**src/rtl/core/tll_pkg.sv**
```systemverilog
// shared constants, types and helpers of the lexer
`timescale 1ns / 1ps
`default_nettype none
package tll_pkg;

	localparam int MAX_TEXT = 40;
	localparam int ADDR_W   = (MAX_TEXT > 1) ? $clog2(MAX_TEXT) : 1;
	localparam int LEN_W    = $clog2(MAX_TEXT + 1);
	localparam int POS_W    = 6;
	localparam int TYPE_W   = 4;
	localparam int BYTE_W   = 8;

	// token type codes
	localparam logic [TYPE_W-1:0] TK_UNKNOWN = 4'd0;
	localparam logic [TYPE_W-1:0] TK_NUM     = 4'd1;
	localparam logic [TYPE_W-1:0] TK_ID      = 4'd2;
	localparam logic [TYPE_W-1:0] TK_ASSIGN  = 4'd3;
	localparam logic [TYPE_W-1:0] TK_PLUS    = 4'd4;
	localparam logic [TYPE_W-1:0] TK_MINUS   = 4'd5;
	localparam logic [TYPE_W-1:0] TK_TIMES   = 4'd6;
	localparam logic [TYPE_W-1:0] TK_DIVIDE  = 4'd7;
	localparam logic [TYPE_W-1:0] TK_EQUAL   = 4'd8;
	localparam logic [TYPE_W-1:0] TK_LESS    = 4'd9;
	localparam logic [TYPE_W-1:0] TK_LPAREN  = 4'd10;
	localparam logic [TYPE_W-1:0] TK_RPAREN  = 4'd11;
	localparam logic [TYPE_W-1:0] TK_SEMI    = 4'd12;
	localparam logic [TYPE_W-1:0] TK_ENDFILE = 4'd13;

	// character codes
	localparam logic [BYTE_W-1:0] CH_LBRACE = 8'h7B;
	localparam logic [BYTE_W-1:0] CH_RBRACE = 8'h7D;
	localparam logic [BYTE_W-1:0] CH_COLON  = 8'h3A;
	localparam logic [BYTE_W-1:0] CH_EQUAL  = 8'h3D;
	localparam logic [BYTE_W-1:0] CH_PLUS   = 8'h2B;
	localparam logic [BYTE_W-1:0] CH_MINUS  = 8'h2D;
	localparam logic [BYTE_W-1:0] CH_STAR   = 8'h2A;
	localparam logic [BYTE_W-1:0] CH_SLASH  = 8'h2F;
	localparam logic [BYTE_W-1:0] CH_LESS   = 8'h3C;
	localparam logic [BYTE_W-1:0] CH_LPAREN = 8'h28;
	localparam logic [BYTE_W-1:0] CH_RPAREN = 8'h29;
	localparam logic [BYTE_W-1:0] CH_SEMI   = 8'h3B;
	localparam logic [BYTE_W-1:0] CH_DIG0   = 8'h30;
	localparam logic [BYTE_W-1:0] CH_DIG9   = 8'h39;
	localparam logic [BYTE_W-1:0] LETTER_LO = 8'd65;
	localparam logic [BYTE_W-1:0] LETTER_HI = 8'd122;
	localparam logic [BYTE_W-1:0] WS_LF     = 8'd10;
	localparam logic [BYTE_W-1:0] WS_SPACE  = 8'd32;
	localparam logic [BYTE_W-1:0] WS_NUL    = 8'd0;
	localparam logic [BYTE_W-1:0] WS_VT     = 8'd11;

	// datapath commands from the controller
	typedef struct packed {
		logic                latch;
		logic                sel_latched;
		logic                append;
		logic                load_type;
		logic [TYPE_W-1:0]   tok_type;
		logic                issue;
		logic                clear_len;
		logic                eof_issue;
	} dp_cmd_t;

	// datapath status to the controller
	typedef struct packed {
		logic                is_space;
		logic                is_lbrace;
		logic                is_rbrace;
		logic                is_letter;
		logic                is_digit;
		logic                is_colon;
		logic                is_equal;
		logic                cur_end;
		logic [TYPE_W-1:0]   sym_type;
		logic                issue_ok;
		logic                len_zero;
		logic                last_idx;
	} dp_status_t;

	function automatic logic [TYPE_W-1:0] symbol_type(input logic [BYTE_W-1:0] c);
		logic [TYPE_W-1:0] t;
		case (c)
			CH_PLUS:   t = TK_PLUS;
			CH_MINUS:  t = TK_MINUS;
			CH_STAR:   t = TK_TIMES;
			CH_SLASH:  t = TK_DIVIDE;
			CH_EQUAL:  t = TK_EQUAL;
			CH_LESS:   t = TK_LESS;
			CH_LPAREN: t = TK_LPAREN;
			CH_RPAREN: t = TK_RPAREN;
			CH_SEMI:   t = TK_SEMI;
			default:   t = TK_UNKNOWN;
		endcase
		return t;
	endfunction

endpackage
`default_nettype wire

```
**src/rtl/core/tll_ifs.sv**
```systemverilog
// valid/ready channel interfaces for source bytes and token text
`timescale 1ns / 1ps
`default_nettype none
interface tll_in_if;
	logic                          valid;
	logic                          ready;
	logic [tll_pkg::BYTE_W-1:0]    char_byte;
	logic                          end_of_input;

	modport source (output valid, output char_byte, output end_of_input, input ready);
	modport sink   (input valid, input char_byte, input end_of_input, output ready);
endinterface

interface tll_out_if;
	logic                          valid;
	logic                          ready;
	logic [tll_pkg::TYPE_W-1:0]    token_type;
	logic [tll_pkg::BYTE_W-1:0]    text_byte;
	logic                          text_valid;
	logic [tll_pkg::POS_W-1:0]     text_position;
	logic                          last_of_token;

	modport source (output valid, output token_type, output text_byte, output text_valid,
		output text_position, output last_of_token, input ready);
	modport sink   (input valid, input token_type, input text_byte, input text_valid,
		input text_position, input last_of_token, output ready);
endinterface
`default_nettype wire

```
**src/rtl/core/tiny_language_lexer.sv**
```systemverilog
// top level of the character-at-a-time lexer
//
//   channel   direction  handshake     payload
//   in_ch     sink       valid/ready   char_byte, end_of_input
//   out_ch    source     valid/ready   token_type, text_byte, text_valid,
//                                      text_position, last_of_token
//
// a byte that extends a token (or is whitespace or comment) is taken in SEQ_IDLE
// a finished token streams its text at one byte per cycle while out_ch is not
//   stalled, set by the single read port of the token buffer; SEQ_RESTART then
//   rescans an ending byte that was not part of the token, and issues endfile
// buffer reads pass through the s1 registers to the output register; input is
//   taken while earlier text still drains, but not during a token stream
// no clearing pass after reset; a stalled out_ch backs up into the read pipe
`timescale 1ns / 1ps
`default_nettype none
module tiny_language_lexer (
	input  wire logic  clk,
	input  wire logic  arst_n,
	tll_in_if.sink     in_ch,
	tll_out_if.source  out_ch
);
	import tll_pkg::*;

	dp_cmd_t    cmd;
	dp_status_t status;

	// sequencing and scan state: decides what each transfer does to the buffer
	tll_ctrl u_ctrl (
		.clk      (clk),
		.arst_n   (arst_n),
		.in_valid (in_ch.valid),
		.in_ready (in_ch.ready),
		.status   (status),
		.cmd      (cmd)
	);

	// classes the current byte, keeps the token text and streams it out
	tll_datapath u_dp (
		.clk            (clk),
		.arst_n         (arst_n),
		.in_byte        (in_ch.char_byte),
		.in_end         (in_ch.end_of_input),
		.cmd            (cmd),
		.status         (status),
		.out_valid      (out_ch.valid),
		.out_ready      (out_ch.ready),
		.out_type       (out_ch.token_type),
		.out_byte       (out_ch.text_byte),
		.out_text_valid (out_ch.text_valid),
		.out_pos        (out_ch.text_position),
		.out_last       (out_ch.last_of_token)
	);

endmodule
`default_nettype wire

```
**src/rtl/core/tll_datapath.sv**
```systemverilog
// token buffer, character classes, read pipe and output register
`timescale 1ns / 1ps
`default_nettype none
module tll_datapath (
	input  wire logic                        clk,
	input  wire logic                        arst_n,
	input  wire logic [tll_pkg::BYTE_W-1:0]  in_byte,
	input  wire logic                        in_end,
	input  wire tll_pkg::dp_cmd_t            cmd,
	output tll_pkg::dp_status_t              status,
	output logic                             out_valid,
	input  wire logic                        out_ready,
	output logic [tll_pkg::TYPE_W-1:0]       out_type,
	output logic [tll_pkg::BYTE_W-1:0]       out_byte,
	output logic                             out_text_valid,
	output logic [tll_pkg::POS_W-1:0]        out_pos,
	output logic                             out_last
);
	import tll_pkg::*;

	logic [BYTE_W-1:0] byte_q;
	logic              end_q;
	logic [BYTE_W-1:0] cur;
	logic [LEN_W-1:0]  len_q;
	logic [ADDR_W-1:0] rd_idx_q;
	logic [TYPE_W-1:0] ttype_q;
	logic [BYTE_W-1:0] mem [MAX_TEXT];

	logic              valid_s1;
	logic              eof_s1;
	logic [BYTE_W-1:0] rdata_s1;
	logic [POS_W-1:0]  pos_s1;
	logic              last_s1;
	logic [TYPE_W-1:0] type_s1;

	logic              ov_q;
	logic              out_free;
	logic              room;

	assign cur      = cmd.sel_latched ? byte_q : in_byte;
	assign out_free = !ov_q || out_ready;
	assign room     = len_q < LEN_W'(MAX_TEXT);

	always_comb begin
		status           = '0;
		status.is_space  = cur inside {WS_LF, WS_SPACE, WS_NUL, WS_VT};
		status.is_lbrace = cur == CH_LBRACE;
		status.is_rbrace = cur == CH_RBRACE;
		status.is_letter = cur inside {[LETTER_LO:LETTER_HI]};
		status.is_digit  = cur inside {[CH_DIG0:CH_DIG9]};
		status.is_colon  = cur == CH_COLON;
		status.is_equal  = cur == CH_EQUAL;
		status.cur_end   = cmd.sel_latched ? end_q : in_end;
		status.sym_type  = symbol_type(cur);
		status.issue_ok  = !valid_s1 || out_free;
		status.len_zero  = len_q == '0;
		status.last_idx  = (LEN_W'(rd_idx_q) + LEN_W'(1)) == len_q;
	end

	// control registers
	always_ff @(posedge clk or negedge arst_n) begin
		if (!arst_n) begin
			len_q    <= '0;
			rd_idx_q <= '0;
			valid_s1 <= 1'b0;
			ov_q     <= 1'b0;
		end else begin
			if (cmd.clear_len) begin
				len_q <= '0;
			end else if (cmd.append && room) begin
				len_q <= len_q + LEN_W'(1);
			end
			if (cmd.issue) begin
				rd_idx_q <= cmd.clear_len ? '0 : rd_idx_q + ADDR_W'(1);
			end
			if (cmd.issue || cmd.eof_issue) begin
				valid_s1 <= 1'b1;
			end else if (valid_s1 && out_free) begin
				valid_s1 <= 1'b0;
			end
			if (valid_s1 && out_free) begin
				ov_q <= 1'b1;
			end else if (out_ready) begin
				ov_q <= 1'b0;
			end
		end
	end

	// token text buffer
	always_ff @(posedge clk) begin
		if (cmd.append && room) begin
			mem[len_q[ADDR_W-1:0]] <= cur;
		end
		if (cmd.issue) begin
			rdata_s1 <= mem[rd_idx_q];
		end
	end

	// payload registers
	always_ff @(posedge clk) begin
		if (cmd.latch) begin
			byte_q <= in_byte;
			end_q  <= in_end;
		end
		if (cmd.load_type) begin
			ttype_q <= cmd.tok_type;
		end
		if (cmd.issue || cmd.eof_issue) begin
			eof_s1  <= cmd.eof_issue;
			pos_s1  <= cmd.eof_issue ? '0 : POS_W'(rd_idx_q);
			last_s1 <= cmd.eof_issue ? 1'b1 : status.last_idx;
			type_s1 <= cmd.eof_issue ? TK_ENDFILE : ttype_q;
		end
		if (valid_s1 && out_free) begin
			out_type       <= type_s1;
			out_byte       <= eof_s1 ? '0 : rdata_s1;
			out_text_valid <= !eof_s1;
			out_pos        <= pos_s1;
			out_last       <= last_s1;
		end
	end

	assign out_valid = ov_q;

endmodule
`default_nettype wire

```
**src/rtl/core/tll_ctrl.sv**
```systemverilog
// sequencer and scan state machine of the lexer
`timescale 1ns / 1ps
`default_nettype none
module tll_ctrl (
	input  wire logic                 clk,
	input  wire logic                 arst_n,
	input  wire logic                 in_valid,
	output logic                      in_ready,
	input  wire tll_pkg::dp_status_t  status,
	output tll_pkg::dp_cmd_t          cmd
);
	import tll_pkg::*;

	typedef enum logic [2:0] {
		SEQ_IDLE    = 3'b001,
		SEQ_EMIT    = 3'b010,
		SEQ_RESTART = 3'b100
	} seq_t;

	typedef enum logic [4:0] {
		SCAN_START   = 5'b00001,
		SCAN_COMMENT = 5'b00010,
		SCAN_NUM     = 5'b00100,
		SCAN_ID      = 5'b01000,
		SCAN_COLON   = 5'b10000
	} scan_t;

	seq_t  seq_q, seq_d;
	scan_t scan_q, scan_d;
	logic  follow_q, follow_d;
	logic  start_act;

	always_comb begin
		cmd       = '0;
		seq_d     = seq_q;
		scan_d    = scan_q;
		follow_d  = follow_q;
		in_ready  = 1'b0;
		start_act = 1'b0;
		case (seq_q)
			SEQ_IDLE: begin
				in_ready = 1'b1;
				if (in_valid) begin
					cmd.latch = 1'b1;
					case (scan_q)
						SCAN_COMMENT: begin
							if (status.cur_end) begin
								scan_d = SCAN_START;
								seq_d  = SEQ_RESTART;
							end else if (status.is_rbrace) begin
								scan_d = SCAN_START;
							end
						end
						SCAN_NUM: begin
							if (!status.cur_end && status.is_digit) begin
								cmd.append = 1'b1;
							end else begin
								cmd.load_type = 1'b1;
								cmd.tok_type  = TK_NUM;
								seq_d         = SEQ_EMIT;
								follow_d      = 1'b1;
								scan_d        = SCAN_START;
							end
						end
						SCAN_ID: begin
							if (!status.cur_end && status.is_letter) begin
								cmd.append = 1'b1;
							end else begin
								cmd.load_type = 1'b1;
								cmd.tok_type  = TK_ID;
								seq_d         = SEQ_EMIT;
								follow_d      = 1'b1;
								scan_d        = SCAN_START;
							end
						end
						SCAN_COLON: begin
							cmd.load_type = 1'b1;
							seq_d         = SEQ_EMIT;
							scan_d        = SCAN_START;
							if (!status.cur_end && status.is_equal) begin
								cmd.append   = 1'b1;
								cmd.tok_type = TK_ASSIGN;
								follow_d     = 1'b0;
							end else begin
								cmd.tok_type = TK_UNKNOWN;
								follow_d     = 1'b1;
							end
						end
						default: begin
							scan_d = SCAN_START;
							if (status.cur_end) begin
								seq_d = SEQ_RESTART;
							end else begin
								start_act = 1'b1;
							end
						end
					endcase
				end
			end
			SEQ_EMIT: begin
				if (status.len_zero) begin
					seq_d = follow_q ? SEQ_RESTART : SEQ_IDLE;
				end else if (status.issue_ok) begin
					cmd.issue = 1'b1;
					if (status.last_idx) begin
						cmd.clear_len = 1'b1;
						seq_d         = follow_q ? SEQ_RESTART : SEQ_IDLE;
					end
				end
			end
			SEQ_RESTART: begin
				cmd.sel_latched = 1'b1;
				if (status.cur_end) begin
					if (status.issue_ok) begin
						cmd.eof_issue = 1'b1;
						seq_d         = SEQ_IDLE;
					end
				end else begin
					start_act = 1'b1;
					seq_d     = SEQ_IDLE;
				end
			end
			default: begin
				seq_d = SEQ_IDLE;
			end
		endcase

		// first byte of a token, from the start state
		if (start_act && !status.is_space) begin
			if (status.is_lbrace) begin
				scan_d = SCAN_COMMENT;
			end else if (status.is_letter) begin
				scan_d     = SCAN_ID;
				cmd.append = 1'b1;
			end else if (status.is_digit) begin
				scan_d     = SCAN_NUM;
				cmd.append = 1'b1;
			end else if (status.is_colon) begin
				scan_d     = SCAN_COLON;
				cmd.append = 1'b1;
			end else begin
				cmd.append    = 1'b1;
				cmd.load_type = 1'b1;
				cmd.tok_type  = status.sym_type;
				seq_d         = SEQ_EMIT;
				follow_d      = 1'b0;
			end
		end
	end

	always_ff @(posedge clk or negedge arst_n) begin
		if (!arst_n) begin
			seq_q    <= SEQ_IDLE;
			scan_q   <= SCAN_START;
			follow_q <= 1'b0;
		end else begin
			seq_q    <= seq_d;
			scan_q   <= scan_d;
			follow_q <= follow_d;
		end
	end

endmodule
`default_nettype wire

```
**src/flat_wrapper.sv**
```systemverilog
// flat-port wrapper written by rule: the top's interface ports become plain ports
module tiny_language_lexer_flat import tll_pkg::*;
  (clk, arst_n, in_ch_valid, in_ch_char_byte, in_ch_end_of_input, in_ch_ready, out_ch_valid, out_ch_token_type, out_ch_text_byte, out_ch_text_valid, out_ch_text_position, out_ch_last_of_token, out_ch_ready);
  tll_in_if in_ch_i ();
  tll_out_if out_ch_i ();
  input  wire logic clk;
  input  wire logic arst_n;
  input wire logic [$bits(in_ch_i.valid)-1:0] in_ch_valid;
  input wire logic [$bits(in_ch_i.char_byte)-1:0] in_ch_char_byte;
  input wire logic [$bits(in_ch_i.end_of_input)-1:0] in_ch_end_of_input;
  output wire logic [$bits(in_ch_i.ready)-1:0] in_ch_ready;
  output wire logic [$bits(out_ch_i.valid)-1:0] out_ch_valid;
  output wire logic [$bits(out_ch_i.token_type)-1:0] out_ch_token_type;
  output wire logic [$bits(out_ch_i.text_byte)-1:0] out_ch_text_byte;
  output wire logic [$bits(out_ch_i.text_valid)-1:0] out_ch_text_valid;
  output wire logic [$bits(out_ch_i.text_position)-1:0] out_ch_text_position;
  output wire logic [$bits(out_ch_i.last_of_token)-1:0] out_ch_last_of_token;
  input wire logic [$bits(out_ch_i.ready)-1:0] out_ch_ready;
  assign in_ch_i.valid = in_ch_valid;
  assign in_ch_i.char_byte = in_ch_char_byte;
  assign in_ch_i.end_of_input = in_ch_end_of_input;
  assign in_ch_ready = in_ch_i.ready;
  assign out_ch_valid = out_ch_i.valid;
  assign out_ch_token_type = out_ch_i.token_type;
  assign out_ch_text_byte = out_ch_i.text_byte;
  assign out_ch_text_valid = out_ch_i.text_valid;
  assign out_ch_text_position = out_ch_i.text_position;
  assign out_ch_last_of_token = out_ch_i.last_of_token;
  assign out_ch_i.ready = out_ch_ready;
  tiny_language_lexer u_core (.clk(clk), .arst_n(arst_n), .in_ch(in_ch_i), .out_ch(out_ch_i));
endmodule
```
**config.mk**
```make
export PLATFORM = sky130hd
export DESIGN_NAME = tiny_language_lexer_flat
export DESIGN_NICKNAME = d
export VERILOG_FILES = /design/src/rtl/core/tll_pkg.sv /design/src/rtl/core/tll_ifs.sv /design/src/rtl/core/tiny_language_lexer.sv /design/src/rtl/core/tll_datapath.sv /design/src/rtl/core/tll_ctrl.sv /design/src/flat_wrapper.sv
export SDC_FILE = /design/constraint.sdc
export NUM_CORES = 1
export LEC_CHECK = 0
export BUFFER_PORTS_ARGS = -buffer_cell sky130_fd_sc_hd__buf_2
export CORE_MARGIN = 2
export CORE_UTILIZATION = 55
export DETAILED_ROUTE_END_ITERATION = 8
export GPL_ROUTABILITY_DRIVEN = 1
export PLACE_DENSITY = 0.72
export SYNTH_ARGS = -nofsm -noshare
export SYNTH_HDL_FRONTEND = slang
export SYNTH_SLANG_ARGS = --single-unit
```
**constraint.sdc**
```tcl
create_clock -name clk -period 5.1 [get_ports clk]
set_clock_uncertainty 0.15 [all_clocks]
set_input_delay 0.765 -clock clk [delete_from_list [all_inputs] [get_ports clk]]
set_output_delay 0.765 -clock clk [all_outputs]
set_load 0.01 [all_outputs]
```
=== After elaboration in Yosys (flattened, before gate mapping) ===
Memories as Yosys holds them, arrays and structs flattened. A register that Yosys moved wholly into a read port is not among the register bits.
Index checks and enable logic that the tools add are counted.

* Flip-flop bits (word level): 68
* RAM bits: 320
* Input bits: 13
* Output and inout port bits: 22
* Logic and storage cells: 154
* Memories: 1

{| class="wikitable"
|+ Memory list
! memory !! depth !! width !! rd ports !! clocked after memory_dff !! write ports !! RTL line !! RTL
|-
| u_core.u_dp.mem || 40 || 8 || 1 || 1 || 1 || tll_datapath.sv:27 || <nowiki>logic [BYTE_W-1:0] mem [MAX_TEXT];</nowiki>
|}

* Add/sub/neg operators: 2
* Magnitude comparators: 5
* Eq/ne operators: 23
* Multiplexer cells: 81
* Reduce and logical (&&, ||, !) cells: 23

{| class="wikitable"
|+ Operators with widths
! operator !! number
|-
| 8-bit by 6-bit equality test with 1-bit output, second input constant || 11
|-
| 5-bit 2-to-1 mux || 16
|-
| 3-bit 2-to-1 mux || 15
|-
| 6-bit 2-to-1 mux || 7
|-
| 4-bit case mux with 9 select lines || 1
|-
| 1-bit 2-to-1 mux || 31
|-
| 3-bit case mux with 3 select lines || 2
|-
| 6-bit case mux with 3 select lines || 1
|-
| 8-bit by 4-bit equality test with 1-bit output, second input constant || 2
|-
| 8-bit by 7-bit equality test with 1-bit output, second input constant || 2
|-
| 5-bit case mux with 3 select lines || 1
|-
| 6-bit by 1-bit adder with 6-bit output, second input constant || 2
|-
| 8-bit by 6-bit >= comparator with 1-bit output, second input constant || 1
|-
| 8-bit by 7-bit >= comparator with 1-bit output, second input constant || 1
|-
| 8-bit by 6-bit <= comparator with 1-bit output, second input constant || 1
|-
| 8-bit by 7-bit <= comparator with 1-bit output, second input constant || 1
|-
| 1-bit logical AND || 8
|-
| 8-bit zero test || 1
|-
| 2-bit 2-to-1 mux || 4
|-
| 8-bit 2-to-1 mux || 1
|-
| 6-bit equality test || 1
|-
| 6-bit zero test || 1
|-
| 6-bit less-than comparator, second input constant || 1
|-
| 2-bit nonzero test || 3
|-
| 13 further kinds || 19
|}

=== Longest topological paths before layout ===
* Depth in word-level cells: 18
* Mapped depth: 10
* Gate-level depth less buffers: 8

=== By module ===
A second synthesis with hierarchy kept.

* Cell total of the unflattened synthesis: 984
* Area total of the unflattened synthesis: 16,364.4 µm²

{| class="wikitable"
|+ Modules (own cells, without submodules)
! module !! times used !! cells each !! area each (µm²) !! sequential area each (µm²)
|-
| tll_datapath || 1 || 886 || 15,576.2 || 11,551.1
|-
| tll_ctrl || 1 || 98 || 788.3 || 227.7
|}

=== Worst setup path after synthesis ===
No wires, ideal clock.

* Kind: input -> register
* Start: in in_ch_valid
* End: mem u_core.u_dp.mem[25][0], enable pin
* Setup time: 0.395 ns
* Data arrival time: 3.070 ns
* Required time: 4.555 ns
* Setup slack: 1.486 ns
* Cell stages on the path: 9
* Path buffers: 2
* Path through: nand4bb_1 > clkbuf_1 > inv_1 > o2111ai_1 > nand3b_1 > o2bb2ai_4 > o31ai_1 > buf_2 > nor4_1

* Word-level cells in the longest chain between the ends: 7
* Elaborated cells on any way between the ends: 10
* Those cells by class: 8 x mux; 2 x reduce/logical

{| class="wikitable"
|+ RTL lines
! what !! RTL line !! RTL
|-
| start: declaration || flat_wrapper.sv:8 || <nowiki>input wire logic [$bits(in_ch_i.valid)-1:0] in_ch_valid;</nowiki>
|-
| 1-bit 2-to-1 mux or 6-bit 2-to-1 mux (tied branches) || tll_ctrl.sv:43 || <nowiki>if (in_valid) begin</nowiki>
|-
| 1-bit case mux with 2 select lines or 6-bit 2-to-1 mux (tied branches) || tll_ctrl.sv:40 || <nowiki>case (seq_q)</nowiki>
|-
| 1-bit logical AND or 6-bit 2-to-1 mux (tied branches) || tll_ctrl.sv:129, tll_ctrl.sv:130 ||
|-
| 6-bit 2-to-1 mux * || tll_ctrl.sv:129 || <nowiki>if (start_act && !status.is_space) begin</nowiki>
|-
| 1-bit logical AND * || tll_datapath.sv:91 || <nowiki>if (cmd.append && room) begin</nowiki>
|-
| 1-bit 2-to-1 mux * || tll_datapath.sv:91 ||
|-
| 1-bit 2-to-1 mux (implied by the code) * || tll_datapath.sv:92 || <nowiki>mem[len_q[ADDR_W-1:0]] <= cur;</nowiki>
|-
| end: declaration || tll_datapath.sv:27 ||
|}

Every way passes the cells marked *; elsewhere a longest branch is shown, timed or not.

=== Final worst setup path ===
* Start: reg u_core.u_ctrl.seq_q[0]
* End: mem u_core.u_dp.mem[9][3], enable pin

* Word-level cells in the longest chain between the ends: 15
* Elaborated cells on any way between the ends: 39
* Those cells by class: 4 x order compare; 7 x eq/ne; 17 x mux; 11 x reduce/logical

{| class="wikitable"
|+ RTL lines
! what !! RTL line !! RTL
|-
| start: declaration || tll_ctrl.sv:28 || <nowiki>seq_t seq_q, seq_d;</nowiki>
|-
| start signal: assignment || tll_ctrl.sv:157 || <nowiki>seq_q <= seq_d;</nowiki>
|-
| 3-bit equality test || tll_ctrl.sv:40 ||
|-
| 1-bit 2-to-1 mux || tll_ctrl.sv:40 ||
|-
| 8-bit 2-to-1 mux || tll_datapath.sv:40 || <nowiki>assign cur = cmd.sel_latched ? byte_q : in_byte;</nowiki>
|-
| 8-bit by 7-bit >= comparator with 1-bit output, or another cell as far along || tll_datapath.sv:49 || <nowiki>status.is_letter = cur inside {[LETTER_LO:LETTER_HI]};</nowiki>
|-
| 1-bit logical AND (on tied branches) || tll_datapath.sv:49, tll_datapath.sv:50 ||
|-
| 1-bit logical AND (on tied branches) || tll_ctrl.sv:66, tll_ctrl.sv:55 ||
|-
| 1-bit 2-to-1 mux (on tied branches) || tll_ctrl.sv:66, tll_ctrl.sv:55 ||
|-
| 6-bit case mux with 3 select lines || tll_ctrl.sv:45 || <nowiki>case (scan_q)</nowiki>
|-
| 6-bit 2-to-1 mux || tll_ctrl.sv:43 ||
|-
| 6-bit 2-to-1 mux || tll_ctrl.sv:40 ||
|-
| 6-bit 2-to-1 mux || tll_ctrl.sv:130 || <nowiki>if (status.is_lbrace) begin</nowiki>
|-
| 6-bit 2-to-1 mux * || tll_ctrl.sv:129 ||
|-
| 1-bit logical AND * || tll_datapath.sv:91 ||
|-
| 1-bit 2-to-1 mux * || tll_datapath.sv:91 ||
|-
| 1-bit 2-to-1 mux (implied by the code) * || tll_datapath.sv:92 ||
|}

Marks and branches as above.

==> impl_metrics.sql <==
INSERT INTO impl_metrics (metric_group, metric, value, unit) VALUES
('outcome', 'outcome', 'finished clean', ''),
('power', 'leakagePower', '5.84', 'nW'),
('timing', 'final_max_slew_viol_count', '0', ''),
('yosys', 'synth_seq_cells', '396', ''),
('floorplan', 'floorplan.core_area', '28900', 'µm²'),
('yosys', 'synth.net_count', '903', ''),
('global_routing', 'antenna_found_initial', '1', ''),
('yosys', 'yosysUniqueCellTypes', '62', ''),
('timing', 'max_freq', '250', 'MHz'),
('route', 'dr.first_iter.drc_count', '875', ''),
('floorplan', 'die_y', '176', 'µm'),
('yosys', 'async_reset_ff_share', '5.81', '%'),
('clocking', 'clock_tree_from_tritoncts', 'done', ''),
('route', 'vias', '8611', ''),
('floorplan', 'floorplan.io_pins', '35', ''),
('clocking', 'clock_sinks', '396', ''),
('yosys', 'yosys_warning_total', '0', ''),
('timing', 'min_period', '4.00', 'ns'),
('critical_path', 'critical_path.endpoint_type', 'flop', ''),
('global_routing', 'global_route_track_usage_on_met1', '34.1', '%'),
('global_routing', 'grt.total_usage', '23.2', '%'),
('timing', 'setup_viol', '0', ''),
('clocking', 'htree_num_levels', '2', ''),
('timing', 'setup_tns', '0', 'ns'),
('critical_path', 'timing.setup.critical_path_class', 'reg -> reg', ''),
('hold_path', 'timing.hold.worst.class', 'in -> async', ''),
('route', 'final_antenna_net_count', '0', ''),
('route', 'drc', '0', ''),
('critical_path', 'regToRegSetupSlack', '1.10', 'ns'),
('timing', 'portion_of_the_clock_cycle_consumed_by_the_worst_path_in_the_final_layout', '78.5', '%'),
('floorplan', 'initial_core_util', '56.2', '%'),
('yosys', 'synth_top_area_share', '68.8', '%'),
('global_routing', 'grt_use_met3', '3.36', '%'),
('clocking', 'numCtsBuffers', '40', ''),
('cells_and_area', 'drive_gt1_share', '23.2', '%'),
('yosys', 'post-synth-top-area-cell', 'edfxtp_1', ''),
('critical_path', 'start_kind', 'flop', ''),
('timing', 'finalHoldViolations', '0', ''),
('yosys', 'synth_mux_area_share', '14.4', '%'),
('route', 'detail_route.wirelength', '34800', 'µm'),
('clocking', 'cts_hold_repair.buffers', '0', ''),
('placement', 'gpl.final_weighted_congestion', '0.850', ''),
('clocking', 'cts_root_buffer', 'clkbuf_16', ''),
('timing', 'tightest_slew', '1.04', 'ns'),
('critical_path', 'cp.required', '5.10', 'ns'),
('yosys', 'synth_area_in_compound_gates', '3.99', '%'),
('yosys', 'yosys.area_share.simple', '6.61', '%'),
('clocking', 'number_of_gates_resized_after_cts', '0', ''),
('route', 'detail_route.first_pass.iterations', '5', ''),
('power', 'final_total_power', '8.82', 'mW'),
('floorplan', 'die_w', '176', 'µm'),
('yosys', 'synthTopCellsByCount', 'edfxtp_1 (373), mux4_2 (96), nor2_1 (50)', ''),
('yosys', 'netlist_instances', '887', ''),
('yosys', 'synth.avg_cell_area', '18.3', 'µm²'),
('global_routing', 'grt_max_degree', '50', ''),
('global_routing', 'grt_most_used_layer', 'met2', ''),
('global_routing', 'grt_pass1_wl', '52400', 'µm'),
('floorplan', 'floorplan.die_area', '31000', 'µm²'),
('critical_path', 'timing.critical_path.slowest_cell_delay', '0.59', 'ns'),
('clocking', 'clock_latency_on_the_worst_skew_pair', '0.54', 'ns'),
('clocking', 'clk_slew_on_worst_s_h_paths', '0.06', 'ns'),
('placement', 'portBuffers', '34', ''),
('yosys', 'number_of_enable_type_register_cells_in_the_synthesized_netlist', '373', ''),
('global_routing', 'globalRouteMet2Util', '36.5', '%'),
('yosys', 'syn-cell-area', '16300', 'µm²'),
('timing', 'maxSlewHeadroom', '30.6', '%'),
('power', 'irDropWorstVdd', '491', 'µV'),
('critical_path', 'path_max_fanout', '13', ''),
('cells_and_area', 'n_fill_cell', '2007', ''),
('yosys', 'synth_adder_area_share', '0.231', '%'),
('yosys', 'synthXorXnorAreaFrac', '0.646', '%');
power by group:
part,leakage (nW),internal [mW],switching (mW)
sequential,3.66,3.80,0.284
clock,0.620,1.67,1.17
combinational,1.57,0.906,0.984
total,5.84,6.38,2.44
area by class of cell:
cell class | instances | area, µm² | share of cell area, %
diodes | 2 | 5.00 | 0.0275
clock buffers | 54 | 1060 | 5.84
clock inverters | 19 | 206 | 1.13
inverters | 21 | 78.8 | 0.433
multi-input cells | 423 | 4200 | 23.1
flip-flops and latches | 396 | 11800 | 64.7
well taps | 384 | 480 | 2.64
repair buffers | 61 | 385 | 2.12
placed cells by master, fill, tap and decap left out, types with 16 or more instances in the layout:
master	n
a21oi_1	21
buf_2	34
buf_4	26
clkbuf_16	40
dfrtp_1	18
edfxtp_1	373
inv_1	19
mux4_2	96
nand2_1	31
nand3_1	18
nor2_1	50
nor2b_1	16
o21ai_0	23
cells by family after synthesis:
logic type / after synthesis
buffers and inverters: 68
multiplexers: 112
adder cells (fa/ha/maj): 3
flip-flops: 396
AND/OR/NAND/NOR: 201
XOR/XNOR: 12
AO/OA/AOI/OAI: 95
registers in the layout, summed over array words and instances, names as in the netlist, 3 cells and up:
signal	cells
u_core.u_dp.mem	320
u_core.u_dp.byte_q	8
u_core.u_dp.out_byte	8
u_core.u_dp.rdata_s1	8
u_core.u_dp.len_q	6
u_core.u_dp.out_pos	6
u_core.u_dp.pos_s1	6
u_core.u_dp.rd_idx_q	6
u_core.u_ctrl.scan_q	5
u_core.u_dp.out_type	4
u_core.u_dp.ttype_q	4
u_core.u_dp.type_s1	4
u_core.u_ctrl.seq_q	3
stage by stage:
stage	utilization (%)	area (µm²)	hold WS, ns	worst slack [ns]	instances
floorplan	-	16300	0.250	1.49	887
global placement	58.5	16900	0.253	0.928	1285
detailed placement	58.5	16900	0.260	0.776	1285
CTS	62.9	18200	0.0627	1.09	1358
global route	62.9	18200	0.106	0.794	1359
finish	62.9	18200	0.0634	1.10	1360
worst max-delay path: cells and delay by family (launching register included):
kind                   cells  cell delay, ns
flip-flops                 1            0.57
buffers and inverters      2            0.62
AO/OA/AOI/OAI              3            0.60
AND/OR/NAND/NOR            4            1.67
layer usage:
metal  share of wire (%)  up-vias
li1                    -     3716
met1                  42     4395
met2                  48      430
met5                   0        -
met3                 7.4       70
met4                 2.8        0
final timing paths:
| kind | depth (start not counted) | startpoint | to |
|---|---|---|---|
| setup reg to reg | 9 | u_core.u_ctrl.seq_q[0]$_DFF_PN1_ | u_core.u_dp.mem[9][3]$_DFFE_PP_ |
| min in group clk | 0 | u_core.u_dp.pos_s1[3]$_SDFFCE_PP0P_ | u_core.u_dp.out_pos[3]$_DFFE_PP_ |
| max in group asynchronous | 1 | arst_n | u_core.u_dp.rd_idx_q[0]$_DFFE_PN0P_ |
| hold / removal | 1 | arst_n | u_core.u_dp.rd_idx_q[1]$_DFFE_PN0P_ |
| hold reg to reg | 0 | u_core.u_dp.pos_s1[3]$_SDFFCE_PP0P_ | u_core.u_dp.out_pos[3]$_DFFE_PP_ |
| setup / recovery | 9 | u_core.u_ctrl.seq_q[0]$_DFF_PN1_ | u_core.u_dp.mem[9][3]$_DFFE_PP_ |
Power figures use the tool's default switching activity.
